<file path="config.mk">
export PLATFORM = sky130hd
export DESIGN_NAME = iolm_sequencer
export DESIGN_NICKNAME = d
export VERILOG_FILES = /design/src/rtl/iolm_pkg.sv /design/src/rtl/iolm_sequencer.sv
export SDC_FILE = /design/constraint.sdc
export NUM_CORES = 1
export LEC_CHECK = 0
export BUFFER_PORTS_ARGS = -buffer_cell sky130_fd_sc_hd__buf_2
export CORE_MARGIN = 2
export CORE_UTILIZATION = 39
export DETAILED_ROUTE_END_ITERATION = 8
export MAX_ROUTING_LAYER = met4
export PLACE_DENSITY = 0.76
export SYNTH_ARGS = -nofsm -noshare
export SYNTH_HDL_FRONTEND = slang
export SYNTH_SLANG_ARGS = --single-unit
export TNS_END_PERCENT = 30
</file>
<file path="constraint.sdc">
create_clock -name aclk -period 2.5 [get_ports aclk]
set_clock_uncertainty 0.15 [all_clocks]
set_input_delay 0.375 -clock aclk [delete_from_list [all_inputs] [get_ports aclk]]
set_output_delay 0.375 -clock aclk [all_outputs]
set_load 0.1 [all_outputs]
</file>
<file path="src/rtl/iolm_pkg.sv">
// Shared types, constants, decode and microcode tables for the indexed order list mover.
package iolm_pkg;

    // Sizing
    localparam int MAX_ITEMS  = 1024;
    localparam int NODE_COUNT = MAX_ITEMS + 2;
    localparam int ID_W       = $clog2(NODE_COUNT);
    localparam int OP_W       = 3;
    localparam int STATUS_W   = 2;

    typedef logic [ID_W-1:0]     id_t;
    typedef logic [OP_W-1:0]     op_t;
    typedef logic [STATUS_W-1:0] status_t;

    localparam id_t MAX_ID = id_t'(MAX_ITEMS);

    // Operation codes
    localparam op_t OP_FRONT   = 3'd0;
    localparam op_t OP_BACK    = 3'd1;
    localparam op_t OP_AFTER   = 3'd2;
    localparam op_t OP_QUERY   = 3'd3;
    localparam op_t OP_REBUILD = 3'd4;

    // Status codes
    localparam status_t STS_DONE   = 2'd0;
    localparam status_t STS_BAD_ID = 2'd1;
    localparam status_t STS_SAME   = 2'd2;

    // What an accepted item turns into
    typedef enum logic [2:0] {
        CLS_NONE,
        CLS_FRONT,
        CLS_BACK,
        CLS_AFTER,
        CLS_QUERY,
        CLS_REBUILD
    } op_class_t;

    typedef struct packed {
        op_class_t cls;
        status_t   status;
    } decode_t;

    // Microprogram addresses
    typedef enum logic [2:0] {
        STEP_IDLE,
        STEP_UNLINK,
        STEP_FIND_TAIL,
        STEP_LINK_X,
        STEP_LINK_Y,
        STEP_QUERY,
        STEP_REPLY,
        STEP_SWEEP
    } step_t;

    // Read address sources
    typedef enum logic [2:0] {
        RD_IN,
        RD_ITEM,
        RD_Y,
        RD_BWDQ,
        RD_TAIL
    } rd_sel_t;

    // Forward table write sources
    typedef enum logic [2:0] {
        WF_NONE,
        WF_UNLINK,
        WF_LINK_X,
        WF_LINK_Y,
        WF_SWEEP
    } wf_sel_t;

    // Backward table write sources
    typedef enum logic [2:0] {
        WB_NONE,
        WB_UNLINK,
        WB_LINK_X,
        WB_LINK_N,
        WB_SWEEP
    } wb_sel_t;

    // Jump conditions
    typedef enum logic [2:0] {
        JC_GOTO,
        JC_DISPATCH,
        JC_BACK_OR,
        JC_SWEEP,
        JC_EMIT
    } jump_t;

    typedef enum logic [1:0] {
        RES_NONE,
        RES_STATUS,
        RES_QUERY
    } res_sel_t;

    typedef struct packed {
        rd_sel_t  rf;
        rd_sel_t  rb;
        wf_sel_t  wf;
        wb_sel_t  wb;
        logic     ld_y;
        logic     ld_n2;
        logic     cnt_inc;
        res_sel_t res;
        jump_t    jc;
        step_t    target;
    } ctrl_word_t;

    typedef struct packed {
        logic      accept;
        logic      sweep_req;
        op_class_t cls;
        logic      is_back;
        logic      at_tail;
        logic      emit_done;
    } seq_flags_t;

    // Classify an item and check its ids against the current count
    function automatic decode_t decode_op(input op_t op, input id_t item, input id_t anchor,
                                          input id_t count);
        decode_t d;
        d.cls    = CLS_NONE;
        d.status = STS_DONE;
        case (op) inside
            OP_FRONT, OP_BACK, OP_AFTER: begin
                if (item == '0 || item > count) begin
                    d.status = STS_BAD_ID;
                end else if (op == OP_AFTER && anchor > count) begin
                    d.status = STS_BAD_ID;
                end else if (op == OP_AFTER && anchor == item) begin
                    d.status = STS_SAME;
                end else if (op == OP_FRONT) begin
                    d.cls = CLS_FRONT;
                end else if (op == OP_BACK) begin
                    d.cls = CLS_BACK;
                end else begin
                    d.cls = CLS_AFTER;
                end
            end
            OP_QUERY: begin
                if (item > count) begin
                    d.status = STS_BAD_ID;
                end else begin
                    d.cls = CLS_QUERY;
                end
            end
            OP_REBUILD: d.cls = CLS_REBUILD;
            default: d.cls = CLS_NONE;
        endcase
        return d;
    endfunction

    // Dispatch table: entry step for each class
    function automatic step_t dispatch(input op_class_t cls);
        step_t s;
        unique case (cls)
            CLS_FRONT, CLS_BACK, CLS_AFTER: s = STEP_UNLINK;
            CLS_QUERY:                      s = STEP_QUERY;
            CLS_REBUILD:                    s = STEP_SWEEP;
            default:                        s = STEP_REPLY;
        endcase
        return s;
    endfunction

    // Control store: one word per step
    function automatic ctrl_word_t microcode(input step_t step);
        ctrl_word_t w;
        w = '0;
        unique case (step)
            STEP_IDLE: begin
                w.rf = RD_IN;   w.rb = RD_IN;
                w.jc = JC_DISPATCH;
                w.target = STEP_IDLE;
            end
            STEP_UNLINK: begin
                // splice the item out; fetch anchor successor and tail predecessor
                w.rf = RD_Y;    w.rb = RD_TAIL;
                w.wf = WF_UNLINK; w.wb = WB_UNLINK;
                w.jc = JC_BACK_OR;
                w.target = STEP_LINK_X;
            end
            STEP_FIND_TAIL: begin
                w.rf = RD_BWDQ; w.rb = RD_TAIL;
                w.ld_y = 1'b1;
                w.jc = JC_GOTO;
                w.target = STEP_LINK_X;
            end
            STEP_LINK_X: begin
                w.rf = RD_Y;    w.rb = RD_ITEM;
                w.wf = WF_LINK_X; w.wb = WB_LINK_X;
                w.ld_n2 = 1'b1;
                w.jc = JC_GOTO;
                w.target = STEP_LINK_Y;
            end
            STEP_LINK_Y: begin
                w.rf = RD_ITEM; w.rb = RD_ITEM;
                w.wf = WF_LINK_Y; w.wb = WB_LINK_N;
                w.res = RES_STATUS;
                w.jc = JC_EMIT;
                w.target = STEP_IDLE;
            end
            STEP_QUERY: begin
                w.rf = RD_ITEM; w.rb = RD_ITEM;
                w.res = RES_QUERY;
                w.jc = JC_EMIT;
                w.target = STEP_IDLE;
            end
            STEP_REPLY: begin
                w.rf = RD_ITEM; w.rb = RD_ITEM;
                w.res = RES_STATUS;
                w.jc = JC_EMIT;
                w.target = STEP_IDLE;
            end
            STEP_SWEEP: begin
                w.rf = RD_ITEM; w.rb = RD_ITEM;
                w.wf = WF_SWEEP; w.wb = WB_SWEEP;
                w.cnt_inc = 1'b1;
                w.jc = JC_SWEEP;
                w.target = STEP_REPLY;
            end
            default: begin
                w.jc = JC_GOTO;
                w.target = STEP_IDLE;
            end
        endcase
        return w;
    endfunction

endpackage

</file>
<file path="src/rtl/iolm_sequencer.sv">
// Microcode sequencer: step counter, control store lookup and jump logic.
module iolm_sequencer (
    input  logic                    aclk,
    input  logic                    aresetn,
    input  iolm_pkg::seq_flags_t    flags,
    output iolm_pkg::ctrl_word_t    ctrl,
    output iolm_pkg::step_t         step
);
    import iolm_pkg::*;

    step_t step_reg;
    step_t step_next;

    // control word for the current step
    always_comb begin
        ctrl = microcode(step_reg);
    end

    // next step
    always_comb begin
        step_next = step_reg;
        unique case (ctrl.jc)
            JC_GOTO: step_next = ctrl.target;
            JC_DISPATCH: begin
                if (flags.sweep_req) begin
                    step_next = STEP_SWEEP;
                end else if (flags.accept) begin
                    step_next = dispatch(flags.cls);
                end else begin
                    step_next = ctrl.target;
                end
            end
            JC_BACK_OR: begin
                if (flags.is_back) begin
                    step_next = step_t'(step_reg + 3'd1);
                end else begin
                    step_next = ctrl.target;
                end
            end
            JC_SWEEP: begin
                if (flags.at_tail) begin
                    step_next = ctrl.target;
                end
            end
            JC_EMIT: begin
                if (flags.emit_done) begin
                    step_next = ctrl.target;
                end
            end
            default: step_next = STEP_IDLE;
        endcase
    end

    // reset starts with a rebuild sweep
    always_ff @(posedge aclk) begin
        if (!aresetn) begin
            step_reg <= STEP_SWEEP;
        end else begin
            step_reg <= step_next;
        end
    end

    assign step = step_reg;

endmodule

</file>
==> out/results.ini <==
[clock_tree]
clk_pin_slew_ns = 0.04
clock-root-buffer = clkbuf_4
clock_path_buffers = 2
ctsHoldBuffers = 0
clock_latency_ns = 0.23
cts_setup_buffers = 0
numCtsBuffers = 3
cts_tree = done
cts_sinks = 3
htreeDepth = 1

[outcome]
status = finished, final reports clean

[final_layout]
nets = 115
area_growth_pct = 42.8
antenna_cells = 0
final_core_util_pct = 62.4
drive_gt1_share_pct = 57.6
largest_reg_flops = 3

[logic_synthesis]
syn_inst = 67
synth.avg_cell_area_um2 = 7.54
synth_edf_count = 0
yosysSeqAreaShare_pct = 11.9
yosysWarnings = 0
synth_cell_types = 36
synthArstFlopShare_pct = 0
ys.flop_type = dfxtp_1
synth_seq_cells = 3
syn_area_um2 = 505

[job]
cap_violations = 0

[placed_design]
port-buffer-count = 33
gp_congestion = 0.822
hpwl_um = 1010

[sta]
worst_pin_slew_ns = 0.494
fmax_mhz = 414
finalHoldViolCount = 0
rsz0062_at_grt = no
setup_viol = 0
maxSlewViolCount = 0
finalCritPeriodShare_pct = 96.5
maxSlewHeadroom_pct = 66.6
min_period_ns = 2.41

[grt]
grt_max_degree = 13
antenna_found_initial = 0
overflow = 0
grt_pass1_wl_um = 1860
grt_pass1_vias = 443
grt_usage_pct = 17.5

[routing]
avgViaCountPerCell = 4.95
avgRoutedWirePerCell_um = 10.6
wirelength_um = 1200
route.detailed.drc = 0
drt_first_iter_violations = 4
dr.pass1.iters = 4
drtAntennaViolNets = 0
dr_total_vias = 559

[critical_path]
cpLargestDelayFamily = simple AND/OR/NAND/NOR gates
crit_chain = inv_1, ha_1, nor3_2, nand2b_4, clkinv_4, or3_4, buf_6
cp_slowest_stage_delay_ns = 0.37
cp-start-kind = flip-flop
worstPathMaxFanout = 7
endpoint_kind = primary output
cp.arrival_ns = 1.89
path_class = flip-flop to primary output
path_buf_inv = 3
worstPathRequired_ns = 1.98
slowest_stage = dfxtp_4

[floorplanning]
die_w_um = 40
rows = 12
die_area_um2 = 1600
initial_core_util_pct = 43.7
core-area_um2 = 1160
die_h_um = 40
io-pin-count = 36

[hold_path]
worst_hold_path_type = input port to flip-flop

-- worst register-to-register path: stages (launching register included) --
cell      delay, ns
dfxtp_4        0.37
inv_1          0.06
ha_1           0.28
o21bai_2       0.31
nor2_1         0.07
a211o_1        0.27
a221o_1        0.30
-- cell usage after synthesis (2+ instances only) --
cell / n / area [um^2]
nor2_1: 3 / 11.3
buf_4: 6 / 45.0
or2_1: 3 / 18.8
nand2_1: 7 / 26.3
ha_1: 5 / 62.6
inv_1: 7 / 26.3
o211ai_1: 2 / 15.0
o21ai_0: 2 / 10.0
nor3_2: 2 / 20.0
dfxtp_1: 3 / 60.1
nand2b_1: 2 / 12.5
-- cells by family after synthesis --
logic type      after synthesis  share of synthesized area [%]
simple gates                 27                           32.4
buf+inv                      16                           18.8
compound gates               15                           23.8
fa+ha+maj                     5                           12.4
flops                         3                           11.9
other cells                   1                          0.742
-- per-layer routing --
metal  vias to the layer above  track usage [%]  part of all wire [%]
li1                        289                -                     -
met1                       241             23.6                    46
met2                        29             25.0                    46
met3                         0             5.00                   7.4
met4                         0             5.17                     0
met5                         -                -                     0
-- layout make-up --
class | instances | area (um^2)
Tap cell | 14 | 17.5
Fill cell | 106 | 434
Sequential cell | 3 | 68.8
Multi-Input combinational cell | 49 | 377
Inverter | 9 | 38.8
Clock buffer | 4 | 26.3
Timing Repair Buffer | 34 | 194
-- cells in the final DEF (no fill, tap or decap), drive strengths merged --
cell type	count
clkinv	1
a221oi	1
nand4	1
clkbuf	4
a2111oi	1
inv	8
o21a	1
a21oi	1
nand2b	3
or2b	1
o21bai	1
or2	3
and3	1
dfxtp	3
buf	34
conb	2
a31oi	1
nor2	3
o211ai	2
nor2b	1
or3	1
nand2	8
ha	5
o311ai	1
nor4b	1
and2	1
a221o	1
o22a	1
a211o	1
o21ai	3
nor3	3
-- metrics by stage --
step	area [um^2]	worst slack, ns	hold WS (ns)	setup TNS [ns]	instances
3_5_place_dp	684	0.197	0.388	0	109
6_report	722	0.0873	0.207	0	113
5_1_grt	722	0.0119	0.202	0	113
4_1_cts	713	0.00406	0.196	0	113
3_3_place_gp	684	0.245	0.377	0	109
2_1_floorplan	536	-0.156	0.299	-0.221	68
-- final timing paths --
| check | from | endpoint | slack [ns] | cells past startpoint |
|---|---|---|---|---|
| worst max-delay path | step[0]$_SDFFE_PN1P_ | ctrl[20] | 0.09 | 7 |
| worst min register to register | step[0]$_SDFFE_PN1P_ | step[0]$_SDFFE_PN1P_ | 0.41 | 1 |
| worst max register to register | step[0]$_SDFFE_PN1P_ | step[0]$_SDFFE_PN1P_ | 0.56 | 6 |
| worst min-delay path | aresetn | step[2]$_SDFFE_PN1P_ | 0.21 | 2 |
-- what timing repair did --
action                     CTS  global route
setup endpoints to repair    1             2
gates resized for setup      1             3
pin swaps                    0             1
Power is not shown: default switching activity piles up to over one toggle a cycle in this logic, so the estimate is an artifact.
